`src/hw/rtl/qs_div_cell.sv`:
```
// One quotient bit of a pipelined restoring divider.
`default_nettype none
module qs_div_cell #(
   parameter int NW  = 8,
   parameter int DW  = 8,
   parameter int QW  = 8,
   parameter int BIT = 0
) (
   input  logic          clock,
   input  logic [NW-1:0] rem_i,
   input  logic [DW-1:0] den_i,
   input  logic [QW-1:0] q_i,
   output logic [NW-1:0] rem_o,
   output logic [DW-1:0] den_o,
   output logic [QW-1:0] q_o
);

   localparam int CW = NW + DW + QW;

   logic [NW-1:0] rem_ff, rem_in;
   logic [DW-1:0] den_ff;
   logic [QW-1:0] q_ff, q_in;
   logic [CW-1:0] rem_x, sub_x, dif_x;
   logic          ge_w;

   always_comb begin
      rem_x  = CW'(rem_i);
      sub_x  = CW'(den_i) << BIT;
      dif_x  = rem_x - sub_x;
      ge_w   = rem_x >= sub_x;
      rem_in = ge_w ? dif_x[NW-1:0] : rem_i;
      q_in   = q_i | (QW'(ge_w) << BIT);
   end

   always_ff @(posedge clock) begin
      rem_ff <= rem_in;
      den_ff <= den_i;
      q_ff   <= q_in;
   end

   assign rem_o = rem_ff;
   assign den_o = den_ff;
   assign q_o   = q_ff;

endmodule
`default_nettype wire

```
`config.mk`:
```
export PLATFORM = sky130hd
export DESIGN_NAME = qs_div_cell
export DESIGN_NICKNAME = d
export VERILOG_FILES = /design/src/hw/rtl/qs_div_cell.sv
export SDC_FILE = /design/constraint.sdc
export NUM_CORES = 1
export LEC_CHECK = 0
export BUFFER_PORTS_ARGS = -buffer_cell sky130_fd_sc_hd__buf_2
export CORE_MARGIN = 2
export CORE_UTILIZATION = 30
export DETAILED_ROUTE_END_ITERATION = 10
export HOLD_SLACK_MARGIN = 0.15
export PLACE_DENSITY = 0.64
export SYNTH_ARGS = -nofsm -noshare
export SYNTH_HDL_FRONTEND = slang
export SYNTH_SLANG_ARGS = --single-unit
```
`constraint.sdc`:
```
create_clock -name clock -period 2.3 [get_ports clock]
set_input_delay 0.115 -clock clock [delete_from_list [all_inputs] [get_ports clock]]
set_output_delay 0.115 -clock clock [all_outputs]
set_load 0.01 [all_outputs]
```
==> key figures <==
Route
  – Met3 wire length: 110 µm
  – DRC violations left: 0
  – DR iter-0 viols: 10
  – DR top layer: met4
  – Met1 WL: 1010 µm
  – Total detailed-routing wirelength: 2270 µm
  – DRT antenna net count: 0
  – Detailed-route via count: 920
  – Met2 wire len: 1100 µm
  – DR WL/cell: 10.7 µm
  – Via/cell ratio: 4.32
  – First-pass DRT Iterations: 4

Clock tree
  – CTS tree: done
  – Worst-case clock buffer depth: 2
  – CTS buffer count: 3
  – H-tree depth: 1
  – Reg clk slew, reported paths: 0.12 ns
  – Clock Sinks: 24
  – CTS root buf: clkbuf_4

Logic synthesis
  – Top-area cell type share of the netlist area: 49.2%
  – Post-Syn Instances: 90
  – Net count after synthesis: 124
  – Post-synthesis xor/xnor area fraction: 2.69%
  – Post-synth top area cell: dfxtp_1
  – Compound-Gate Fraction of Synth Area: 14.3%
  – Post-Synthesis Cell Area: 977 µm²
  – Sequential area share after synthesis: 49.2%
  – Syn avg cell area: 10.9 µm²
  – Synth top area cells: dfxtp_1, ha_1, mux2_2
  – Synth Warn #: 0
  – Largest family of logic cells by synthesized area: compound AO/OA/AOI/OAI gates
  – Post-synthesis mux area share: 7.81%
  – Post-Synth Simple-Gate Area: 9.09%
  – Number of synthesized register bits: 24
  – Synth cell types: 29
  – Post-Synth Adder-Cell Area: 12.3%

Pwr
  – Leakage: 0.789 nW
  – Int Pwr: 0.706 mW
  – Sw Ratio: 26.7%
  – Register share of total power: 48.1%
  – Power Density: 601 mW/mm²
  – Psw: 0.257 mW
  – VDD IR max: 0.000244 V
  – Clock Power Share: 22.7%
  – Combinational power share: 29.2%

Hold path
  – Hold Path Class: primary input to flop
  – Hold path start: den_i[0]
  – Hold Crit Depth: 4
  – WHS Endpoint: rem_o[1]$_DFF_P_

Floorplan
  – Die height: 61.1 µm
  – Row count: 20
  – I/O pin count: 49
  – Initial core utilization: 31.7%
  – Area of the die: 0.00373 mm²
  – Core Box Area: 0.00308 mm²
  – Die Wd: 61.1 µm

Timing
  – Final hold violations: 0
  – Max Fclk: 0.460 GHz
  – Fin crit period: 2.17 ns
  – Slew headroom: 81.0%
  – Tightest Pin Transition: 0.284 ns
  – Post-route clock period utilization: 94.5%
  – RSZ-0062 raised after global routing: no
  – TNS Setup: 0 ns
  – Post-layout worst setup margin: 0.127 ns
  – Max-slew violation count: 0
  – Setup-failing EPs final: 0

Setup path
  – CP peak stage delay: 0.53 ns
  – Slowest-stage cell, CP: dlygate4sd3_1
  – Crit path required time: 2.52 ns
  – CP Cell Sequence: dlygate4sd3_1 -> buf_2 -> fa_2 -> nand2b_1 -> a21oi_2 -> o221ai_2 -> a22oi_4 -> buf_12 -> mux2_2
  – Crit Path Max Fanout: 7
  – Buf/Inv on CP: 3
  – Critical path launch point: den_i[1]
  – Type of the worst setup path: primary input to flop
  – Worst Path Arrival: 2.39 ns
  – Crit. End Element: flop
  – Delay-heaviest family, CP: buffers and inverters
  – Worst Setup Start Kind: primary input

Placed design
  – Hpwl dp: 1540 µm
  – Routability congestion estimate: 0.848
  – IO Port Bufs: 48
  – DP Worst Slack: 0.144 ns
  – Area after DPL: 0.00128 mm²

Flow run
  – Max Cap Viol: 0

Cells and area
  – Reg area: 480 µm²
  – # fillers: 285
  – Syn-to-layout area delta: 64.1%
  – Layout cell share with drive strength beyond 1: 38.5%
  – Final instance area: 0.00160 mm²
  – Most common cell after layout, fill and taps aside: buf_2
  – Nets: 204
  – Commonest non-fill, non-tap cells in the layout: buf_2, dlygate4sd3_1, dfxtp_1, inv_1, ha_1
  – Footprint of the multi-input gates: 465 µm²
  – Diode count: 0

GRT
  – Initial antenna violation count: 0
  – Largest net degree at the start of global routing: 14
  – Vias in the first global route: 810
  – Gr ovfl total: 0
  – Global Route Usage Sum: 11.9%
  – First-pass GRT wire length: 3190 µm

Run status
  – Status: complete, no violations
## power by group through the flow
stage | Sequential [mW] | Combinational (mW) | Clock (mW)
4_1_cts | 0.463 | 0.261 | 0.235
3_3_place_gp | 0.472 | 0.223 | 0
6_report | 0.463 | 0.281 | 0.219
2_1_floorplan | 0.495 | 0.120 | 0
5_1_grt | 0.467 | 0.308 | 0.243
3_5_place_dp | 0.473 | 0.226 | 0
## flip-flops by register name, summed over array words and instances, names as in the netlist
signal,count
q_o,8
den_o,8
rem_o,8
## final cells by class
cell class / count / area share, %
Tap cell: 44 / 3.43
Multi-Input combinational cell: 54 / 29.0
Sequential cell: 24 / 30.0
Inverter: 12 / 2.81
Clock buffer: 4 / 2.26
Timing Repair Buffer: 75 / 32.5
## cell families after synthesis
family / Yosys count
DFF: 24
and+or+nand+nor: 18
AOI/OAI and AO/OA: 17
buffers and inverters: 12
adders and majority gates: 9
muxes: 7
xor gates and xnor gates: 3
## worst max-delay path by stage
stage,endpoint,slack [ns],cells past startpoint
floorplan,rem_o[2]$_DFF_P_,0.33,8
global placement,rem_o[6]$_DFF_P_,0.16,9
detailed placement,rem_o[3]$_DFF_P_,0.14,9
CTS,rem_o[3]$_DFF_P_,0.07,9
global route,rem_o[4]$_DFF_P_,0.03,10
finish,rem_o[5]$_DFF_P_,0.13,9
## layer usage
| layer | GRT usage, % | up-vias |
|---|---|---|
| met2 | 22.0 | 33 |
| met5 | 0 | - |
| met4 | 7.45 | 0 |
| met1 | 12.5 | 415 |
| met3 | 1.89 | 5 |
| li1 | - | 467 |
## stage by stage
step / util, % / instances / hold WS, ns / power, mW
4_1_cts: 50.9 / 212 / 0.312 / 0.960
3_3_place_gp: 41.6 / 183 / 0.220 / 0.695
2_1_floorplan: - / 90 / 0.143 / 0.615
3_5_place_dp: 41.6 / 183 / 0.221 / 0.699
6_report: 52.1 / 213 / 0.361 / 0.964
5_1_grt: 52.1 / 213 / 0.390 / 1.02
## what timing repair did
action                                  4_1_cts  5_1_grt
hold endpoints to repair                     24        0
hold buffers                                 25        0
buffers inserted                              0        1
resized for setup                             0        5
endpoints found under the setup margin        0        7
## cells in the mapped netlist
library cell,instances
a211o_1,1
fa_1,1
a31oi_1,1
or2_2,2
nand3_1,3
nand2b_1,1
mux2_2,5
o21a_1,1
ha_1,8
or4_1,1
o41a_1,1
o21ai_0,1
a22oi_4,1
dfxtp_1,24
nor2_1,7
o221ai_2,1
nor3_1,1
inv_1,12
a21oi_2,1
nand4_1,1
xnor2_1,2
a21oi_1,5
nand2_1,1
a21o_1,1
mux2i_1,2
o211ai_1,2
o31a_1,1
nor2b_1,1
xor2_1,1
(Power assumes the default switching activity.)
