**src/hw/rtl/qs_sqrt_cell.sv**
```systemverilog
// One result bit of a pipelined integer square root.
`default_nettype none
module qs_sqrt_cell #(
   parameter int N = 8
) (
   input  logic           clock,
   input  logic [N:0]     rem_i,
   input  logic [N-1:0]   root_i,
   input  logic [2*N-1:0] v_i,
   output logic [N:0]     rem_o,
   output logic [N-1:0]   root_o,
   output logic [2*N-1:0] v_o
);

   logic [N:0]     rem_ff, rem_in;
   logic [N-1:0]   root_ff, root_in;
   logic [2*N-1:0] v_ff, v_in;
   logic [N+2:0]   trial_w, test_w, diff_w;
   logic           ge_w;

   always_comb begin
      trial_w = {rem_i, v_i[2*N-1 -: 2]};
      test_w  = {1'b0, root_i, 2'b01};
      ge_w    = trial_w >= test_w;
      diff_w  = trial_w - test_w;
      rem_in  = ge_w ? diff_w[N:0] : trial_w[N:0];
      root_in = {root_i[N-2:0], ge_w};
      v_in    = {v_i[2*N-3:0], 2'b00};
   end

   always_ff @(posedge clock) begin
      rem_ff  <= rem_in;
      root_ff <= root_in;
      v_ff    <= v_in;
   end

   assign rem_o  = rem_ff;
   assign root_o = root_ff;
   assign v_o    = v_ff;

endmodule
`default_nettype wire

```
**config.mk**
```make
export PLATFORM = sky130hd
export DESIGN_NAME = qs_sqrt_cell
export DESIGN_NICKNAME = d
export VERILOG_FILES = /design/src/hw/rtl/qs_sqrt_cell.sv
export SDC_FILE = /design/constraint.sdc
export NUM_CORES = 1
export LEC_CHECK = 0
export BUFFER_PORTS_ARGS = -buffer_cell sky130_fd_sc_hd__buf_2
export CAP_MARGIN = 20
export CORE_MARGIN = 3
export CORE_UTILIZATION = 38
export CTS_CLUSTER_SIZE = 20
export DETAILED_ROUTE_END_ITERATION = 10
export MAX_ROUTING_LAYER = met4
export PLACE_DENSITY = 0.8
export REMOVE_ABC_BUFFERS = 1
export SLEW_MARGIN = 0
export SYNTH_ARGS = -nofsm -noshare
export SYNTH_HDL_FRONTEND = slang
export SYNTH_SLANG_ARGS = --single-unit
```
**constraint.sdc**
```tcl
create_clock -name clock -period 2 [get_ports clock]
set_input_delay 0.3 -clock clock [delete_from_list [all_inputs] [get_ports clock]]
set_output_delay 0.3 -clock clock [all_outputs]
set_load 0.01 [all_outputs]
```
==> reports/summary.md <==
At the worst endpoint, the required time is 2200 ps. After clock tree synthesis, the flow added hold-fix buffers numbering 0. From left edge to right edge, the die measures 62.0 um.

The tool flagged a number of max-cap violations equal to 0. In the final layout, the share of cells above drive strength 1 is 49.7%. OpenSTA, run right after detailed placement, puts the worst setup slack at -277 ps. The area of the core region is 2880 um^2. The worst voltage drop across the vdd grid came out at 0.262 mV. Each instance of the synthesized netlist takes up on average 11.1 um^2. Setup repair after global routing left no endpoint under its margin. The final weighted congestion in routability-driven placement was 0.857; the cell count after synthesis was 108. The biggest fanout along the worst timing path was 8.

The H-tree depth is 2. Buffers placed on the I/O ports in this run total 64. Number of endpoints with negative hold slack in the final report: 0. Sorting the synthesized cells by area gives the leading types as sky130_fd_sc_hd__dfxtp_1 (52%), sky130_fd_sc_hd__ha_1 (10%), sky130_fd_sc_hd__mux2_2 (5.7%).

The maximum clock path buffer count is 2, and the period utilization is 97.3%. The run gives 0 as the number of gates given a new drive strength after cts. The placed instances occupy a cell area of 1660 um^2.

The worst hold path belongs to the class in2reg. Subtracting the final worst setup slack from the clock period gives 1950 ps. Setup violations remaining at the end of the flow were counted as 0.

In this run the core area contains 19 standard-cell rows. The largest total area in the synthesized netlist belongs to sky130_fd_sc_hd__dfxtp_1. The run gives 59.5% as the fraction of the core area covered by cells at the end of the flow. Relative to the synthesized area, the layout overhead comes to 43.5%. The routed layout has 1052 vias. For this run, design rule violations remaining after detail routing come to 0. The portion of synthesized cell area occupied by the leading cell type works out to 52.0%. Global routing consumed, over all layers together, 15.4% of the routing resources. The first detailed-routing pass took 4 iterations.

The number of post-CTS setup repair buffers came out at 0. The first-pass GRT wire length was 4040 um. After detailed routing, the average wire length per cell comes to 11.7 um. After synthesis, the share of flip-flops with an asynchronous set or reset is 0%.

Dividing the detail-routed via count by the number of cells gives 4.52. STA classifies the critical path endpoint as a register. Number of antenna violations at the first check in global routing: 0.

0 antenna diodes ended up in the layout. Once detail routing completed, the nets flagged for antenna violations numbered 0. The pin count of the biggest net entering global routing was 10. The share of the Yosys chip area taken by registers is 52.0%.

For this run, the post-layout net count is 235. TritonCTS built the clock tree. The number of global-route vias before repair was 993; the floorplan die height was 62.0 um.

The logs give 514 MHz for the top achievable clock speed and 0 for the total count of max-transition violations in the final report. The routed design has 2720 um of wire. For the worst setup path, the data arrival time is 2150 ps. Summed over all cells, the static leakage comes to 0.915 nW. Once the floorplan was initialized, standard cells occupied 41.5% of the core. The run gives 30 as the number of different library cells in the post-synthesis netlist.

67 I/O pins were placed. Initial DRC count: 14. Once detailed placement completed, the half-perimeter wirelength came to 2220 um. The tools report the cell at the root of the clock tree as sky130_fd_sc_hd__clkbuf_4. Counting every sink on the clock net gives 31. Ranked by instance count, the synthesized netlist is headed by sky130_fd_sc_hd__dfxtp_1 (31), sky130_fd_sc_hd__inv_1 (12), sky130_fd_sc_hd__ha_1 (10), sky130_fd_sc_hd__mux2_2 (6). The flow ran to the end, and the final reports show no timing, DRC or antenna violations. For the final routed database, the setup TNS stands at 0 ps.

By instance count, the leading cell after synthesis is sky130_fd_sc_hd__dfxtp_1. The type of the worst setup path is in2reg. The tools report the count of fill cells added during filler insertion as 250.

Across all setup checks in the final design, the least slack found is 54.3 ps. The clock transition at the registers of the reported paths was 100 ps. For this run the aggregate overflow at the end of global routing stands at 0. Number of flops mapped to enable cells by yosys: 0. The worst setup path is launched from a primary input.

The number of cells on the worst hold path was 1; the final instance area was 1710 um^2. The most used flip-flop cell after synthesis is sky130_fd_sc_hd__dfxtp_1. The run gives 5 as the number of buffers inserted during clock tree synthesis.

Area of the die: 3850 um^2. In this run, synthesis produced a sequential element count of 31. The Yosys step of the flow raised 0 warnings. For this design the ratio of total power to cell area is 807 nW/um^2. Summing every instance area after synthesis gives 1190 um^2.
==> cells in the final DEF (no fill, tap or decap), drive strengths merged, types with 2 or more instances in the layout <==
| master | n |
|---|---|
| a31o | 2 |
| o21ai | 2 |
| xnor2 | 5 |
| mux2i | 2 |
| nor2 | 5 |
| a21oi | 5 |
| o211ai | 2 |
| conb | 2 |
| a31oi | 2 |
| nor3 | 2 |
| a211o | 2 |
| inv | 12 |
| clkbuf | 6 |
| nand2 | 4 |
| nand2b | 2 |
| a21o | 3 |
| buf | 78 |
| ha | 10 |
| dfxtp | 31 |
| mux2 | 6 |
==> layout make-up <==
| type | instances | area [um^2] | area share [%] |
|---|---|---|---|
| well taps | 42 | 52.6 | 3.07 |
| inverters | 12 | 45.0 | 2.63 |
| clock inverters | 1 | 5.00 | 0.292 |
| multi-input cells | 63 | 513 | 29.9 |
| repair buffers | 78 | 425 | 24.8 |
| clock buffers | 6 | 51.3 | 2.99 |
| flip-flops and latches | 31 | 621 | 36.2 |
==> layer usage <==
metal / vias up / track usage [%] / wire length, um
met4: 0 / 11.8 / 110
li1: 531 / - / -
met5: - / - / 0
met3: 11 / 4.75 / 242
met2: 56 / 26.8 / 1300
met1: 454 / 13.8 / 1060
==> flip-flops by register name, indices dropped and copies added (netlist names) <==
| name | cells |
|---|---|
| rem_o | 9 |
| root_o | 8 |
| v_o | 14 |
==> worst max-delay path: stages <==
cell	delay [ps]
sky130_fd_sc_hd__buf_2	110
sky130_fd_sc_hd__ha_1	330
sky130_fd_sc_hd__a21oi_1	200
sky130_fd_sc_hd__o21ai_0	180
sky130_fd_sc_hd__a31o_2	320
sky130_fd_sc_hd__a31oi_4	340
sky130_fd_sc_hd__mux2_2	380
==> path summary, 6_finish.rpt <==
path                 start        to
setup / recovery  rem_i[2]  rem_o[4]
hold / removal      v_i[8]   v_o[10]
==> power breakdown <==
part | switching (W) | total [W] | internal [W] | leakage, nW
Clock | 0.000193 | 0.000355 | 0.000162 | 0.0341
Sequential | 0.0000123 | 0.000689 | 0.000676 | 0.262
Combinational | 0.000165 | 0.000338 | 0.000173 | 0.620
==> cells by family after synthesis <==
| logic type | share of synthesized area [%] |
|---|---|
| buffers and inverters | 5.34 |
| AND/OR/NAND/NOR | 5.66 |
| AO/OA/AOI/OAI | 14.5 |
| multiplexers | 7.34 |
| adder cells (fa/ha/maj) | 10.5 |
| other | 0.314 |
| XOR/XNOR | 4.40 |
| flip-flops | 52.0 |
==> per-stage QoR <==
stage	total power [W]	hold slack, ps	cells
after floorplan	0.000887	328	106
after global placement	0.00103	403	226
after detailed placement	0.00104	405	226
after CTS	0.00140	50.7	233
after global routing	0.00147	49.7	233
final	0.00138	67.0	233
No activity file was read; power rests on OpenSTA's default activity.
