$ cat config.mk
export PLATFORM = sky130hd
export DESIGN_NAME = qs_cordic_cell
export DESIGN_NICKNAME = d
export VERILOG_FILES = /design/src/hw/rtl/qs_pkg.sv /design/src/hw/rtl/qs_cordic_cell.sv
export SDC_FILE = /design/constraint.sdc
export NUM_CORES = 1
export LEC_CHECK = 0
export CORE_AREA = 2 2 149 151
export CTS_BUF_LIST = sky130_fd_sc_hd__clkbuf_8
export CTS_CLUSTER_SIZE = 25
export DETAILED_ROUTE_END_ITERATION = 10
export DIE_AREA = 0 0 151 153
export DONT_BUFFER_PORTS = 1
export PLACE_DENSITY = 0.63
export SETUP_SLACK_MARGIN = 0.15
export SYNTH_ARGS = -nofsm -noshare
export SYNTH_HDL_FRONTEND = slang
export SYNTH_SLANG_ARGS = --single-unit
export TNS_END_PERCENT = 10
$ cat constraint.sdc
create_clock -name clock -period 5.1 [get_ports clock]
set_input_delay 1.02 -clock clock [delete_from_list [all_inputs] [get_ports clock]]
set_output_delay 1.02 -clock clock [all_outputs]
set_load 0.01 [all_outputs]
$ cat src/hw/rtl/qs_pkg.sv
// Shared constants, types and functions of the quaternion interpolator.
`default_nettype none
package qs_pkg;

   localparam int QS_FRAC       = 15;
   localparam int QS_WBITS      = 30;
   localparam int QS_TRIG_STEPS = 16;
   localparam int QS_CW         = 34;
   localparam int QS_SPH_ROOT_W = 31;
   localparam int QS_LIN_ROOT_W = 25;
   localparam int QS_SPH_NW     = 62;
   localparam int QS_SPH_DW     = 33;
   localparam int QS_SPH_QW     = 33;
   localparam int QS_LIN_NW     = 42;
   localparam int QS_LIN_QW     = 17;

   localparam logic [15:0] QS_THR_RESET = 16'd32440;
   localparam logic [15:0] QS_BLEND_ONE = 16'd32768;

   typedef logic signed [15:0] comp_type;
   typedef logic signed [16:0] bcomp_type;
   typedef logic signed [17:0] lr_type;

   typedef struct packed {
      logic [15:0]          t;
      comp_type [3:0]       a;
      bcomp_type [3:0]      bn;
      logic                 lin;
   } side_type;

   function automatic logic signed [QS_CW-1:0] atan_at(input int unsigned i);
      logic signed [QS_CW-1:0] unit;
      unit = 34'sd1;
      case (i)
         0:  atan_at = 34'sd843314857;
         1:  atan_at = 34'sd497837829;
         2:  atan_at = 34'sd263043837;
         3:  atan_at = 34'sd133525159;
         4:  atan_at = 34'sd67021687;
         5:  atan_at = 34'sd33543516;
         6:  atan_at = 34'sd16775851;
         7:  atan_at = 34'sd8388437;
         8:  atan_at = 34'sd4194283;
         9:  atan_at = 34'sd2097149;
         10: atan_at = 34'sd1048576;
         default: atan_at = (i <= QS_WBITS) ? (unit << (QS_WBITS - i)) : '0;
      endcase
   endfunction

   function automatic comp_type sat16(input logic signed [31:0] v);
      if (v > 32'sd32767) begin
         sat16 = 16'sh7fff;
      end else if (v < -32'sd32768) begin
         sat16 = 16'sh8000;
      end else begin
         sat16 = v[15:0];
      end
   endfunction

endpackage
`default_nettype wire

$ cat src/hw/rtl/qs_cordic_cell.sv
// One CORDIC micro-rotation, vectoring or rotation mode.
`default_nettype none
module qs_cordic_cell #(
   parameter bit VECTOR = 1'b0,
   parameter int STEP   = 0
) (
   input  logic                              clock,
   input  logic signed [qs_pkg::QS_CW-1:0]   x_i,
   input  logic signed [qs_pkg::QS_CW-1:0]   y_i,
   input  logic signed [qs_pkg::QS_CW-1:0]   z_i,
   output logic signed [qs_pkg::QS_CW-1:0]   x_o,
   output logic signed [qs_pkg::QS_CW-1:0]   y_o,
   output logic signed [qs_pkg::QS_CW-1:0]   z_o
);

   localparam logic signed [qs_pkg::QS_CW-1:0] ATAN = qs_pkg::atan_at(STEP);

   logic signed [qs_pkg::QS_CW-1:0] x_ff, y_ff, z_ff, x_in, y_in, z_in;

   always_comb begin
      x_in = x_i;
      y_in = y_i;
      z_in = z_i;
      if (VECTOR) begin
         if (y_i != '0) begin
            if (!y_i[qs_pkg::QS_CW-1]) begin
               x_in = x_i + (y_i >>> STEP);
               y_in = y_i - (x_i >>> STEP);
               z_in = z_i + ATAN;
            end else begin
               x_in = x_i - (y_i >>> STEP);
               y_in = y_i + (x_i >>> STEP);
               z_in = z_i - ATAN;
            end
         end
      end else begin
         if (!z_i[qs_pkg::QS_CW-1]) begin
            x_in = x_i - (y_i >>> STEP);
            y_in = y_i + (x_i >>> STEP);
            z_in = z_i - ATAN;
         end else begin
            x_in = x_i + (y_i >>> STEP);
            y_in = y_i - (x_i >>> STEP);
            z_in = z_i + ATAN;
         end
      end
   end

   always_ff @(posedge clock) begin
      x_ff <= x_in;
      y_ff <= y_in;
      z_ff <= z_in;
   end

   assign x_o = x_ff;
   assign y_o = y_ff;
   assign z_o = z_ff;

endmodule
`default_nettype wire

==> impl_metrics.ini <==
[synth]
async_flop_share = 0
yosysWarnings = 0
yosys-top-cells-count = a21oi_1, ha_1, inv_1, dfxtp_1, nor2_1
synth-seq-area-share = 0.211
synth_nets = 1476
netlist_instances = 1237
synth_area_leaders = dfxtp_1, ha_1, a21oi_1
synth_enable_flop_cells = 0
ys_dominant_reg_cell = dfxtp_1
synth_top_area_share = 0.211
netlist_area_um2 = 9560
synth_area_per_cell_um2 = 7.73
yosysMostFrequentCell = a21oi_1
yosysTopAreaCell = dfxtp_1
ys_seq_elements = 101
ys_types = 76

[layout]
final_cells = 1483
drive_gt1_frac = 0.0324
fill_cells = 2164
syn_to_final_growth_pct = 3.65
diodes = 0
register_area_um2 = 2020
multiInputGateArea_um2 = 6910
fin_area_um2 = 9910
final_nets = 1437

[die]
start_util = 0.445
ios = 205
rows = 54
dieWidth_um = 151
die-area_um2 = 23100
coreArea_um2 = 21500
dieHeight_um = 153

[pwr]
combPwrFrac = 0.361
switching_power_uw = 1110
swShare = 0.418
p_total_uw = 2670
seqPwrFrac = 0.437
p_leak_uw = 0.00442
max-vdd-ir-drop_mv = 0.121
pwr-share-clk = 0.203
intPower_uw = 1550
power_density_nw_per_um2 = 269

[clocking]
postCtsResizedCells = 0
cts_tree = built
htreeDepth = 3
cts_buffers = 9
clockBufferDepth = 2
cts.sinks = 101
hold_buffers = 0
post_cts.repair.setup_buffers = 0
clkTransAtPathRegs_ns = 0.13
ctsRootBufferMaster = clkbuf_8

[timing]
relSlewSlack = 0.544
tns_ns = 0
worst_pin_slew_ns = 0.678
min_period_ns = 3.75
fin_crit_sh = 0.736
setup_violations = 0
holdWs_ns = 0.695
rsz0062_at_grt = no
slew_viol_final = 0
finalHoldViolations = 0
max_freq_ghz = 0.266

[grt]
grt_pass1_vias = 8431
grt_max_degree = 83
grt_pass1_wl_um = 44900
grtUsageTotal = 0.244
antenna_found_initial = 0
gr-total-overflow = 0

[critical_path]
cp_data_arrival_time_ns = 4.08
critPathRequiredTime_ns = 5.43
path_max_fanout = 5
critPathKind = input pin to flip-flop
crit_path_start_kind = input pin
end_kind = flip-flop

[placed_design]
place_hpwl_um = 22600
dp.cells = 1467
port_buffers = 0
place_congestion = 0.925
place_area_um2 = 9710

[route]
avgViaCountPerCell = 5.94
drtAntennaViolNets = 0
drt_iter0_markers = 705
drcViolationCount = 0
routed_wl_um = 28700
post_drt_wl_per_cell_um = 19.4
dr.pass1.iters = 6
vias = 8805

[status]
status = complete, no violations

[hold_path]
hold_class = input pin to flip-flop

[job]
max-cap-violations = 0
[metrics by stage]
stage	worst slack [ns]	util
5_1_grt	1.28	0.461
3_5_place_dp	1.04	0.452
4_1_cts	1.46	0.461
6_report	1.35	0.461
2_1_floorplan	1.19	-
3_3_place_gp	1.11	0.452
[per-layer routing]
layer | up-vias | share of wire | GRT usage
li1 | 4287 | - | -
met1 | 4101 | 0.45 | 0.326
met2 | 362 | 0.45 | 0.389
met3 | 55 | 0.074 | 0.0525
met4 | 0 | 0.025 | 0.0774
met5 | - | 0 | 0
[placed cells by master, fill, tap and decap left out, types with 10 or more instances in the layout]
master and count:
nand2_1 65, o21ai_0 90, nor2_1 98, xnor2_1 70
mux2i_1 20, nand2b_1 11, or3_1 10, o31ai_1 10
dfxtp_1 101, nor3_1 28, a21oi_1 142, nor2b_1 25
o21bai_1 24, a21o_1 33, nand4_1 11, nand3_1 28
inv_1 106, xor2_1 23, ha_1 132
[worst paths after layout]
path | from | to | cells past startpoint
worst max-delay path | x_i[0] | x_o[32] | 11
worst min-delay path | z_i[0] | z_o[0] | 1
[sequential cells by signal (all words and copies together) (netlist names)]
| register | count |
|---|---|
| z_o | 34 |
| x_o | 34 |
| y_o | 33 |
[worst max-delay path: stages]
cell	delay, ns
ha_1	0.23
fa_1	0.42
nor3b_1	0.18
o311ai_1	0.53
a211oi_2	0.15
nor3_2	0.42
a21oi_4	0.14
o41ai_4	0.43
o211ai_1	0.20
a21oi_1	0.21
xor2_1	0.14
[cells by family (layout without fill, tap and decap cells)]
| logic type | Yosys count | in the layout | share of synthesized area |
|---|---|---|---|
| adders and majority gates | 136 | 136 | 0.181 |
| muxes | 21 | 21 | 0.0221 |
| and+or+nand+nor | 316 | 316 | 0.161 |
| xor gates and xnor gates | 93 | 93 | 0.0852 |
| DFF | 101 | 101 | 0.211 |
| AOI/OAI and AO/OA | 409 | 409 | 0.273 |
| buffers and inverters | 161 | 127 | 0.0654 |
[cell type report]
type                    count  area share
well taps                 280      0.0354
clock inverters             7     0.00770
inverters                 109      0.0413
multi-input cells         975       0.698
repair buffers              2     0.00152
clock buffers               9      0.0125
flip-flops and latches    101       0.204
[power groups by stage]
stage / Clock (uW) / Combinational (uW) / Sequential (uW)
after floorplan: 0 / 746 / 1140
after global placement: 0 / 946 / 1190
after detailed placement: 0 / 942 / 1190
after CTS: 556 / 950 / 1170
after global routing: 582 / 1070 / 1190
final: 541 / 963 / 1170
(Power assumes the default switching activity.)
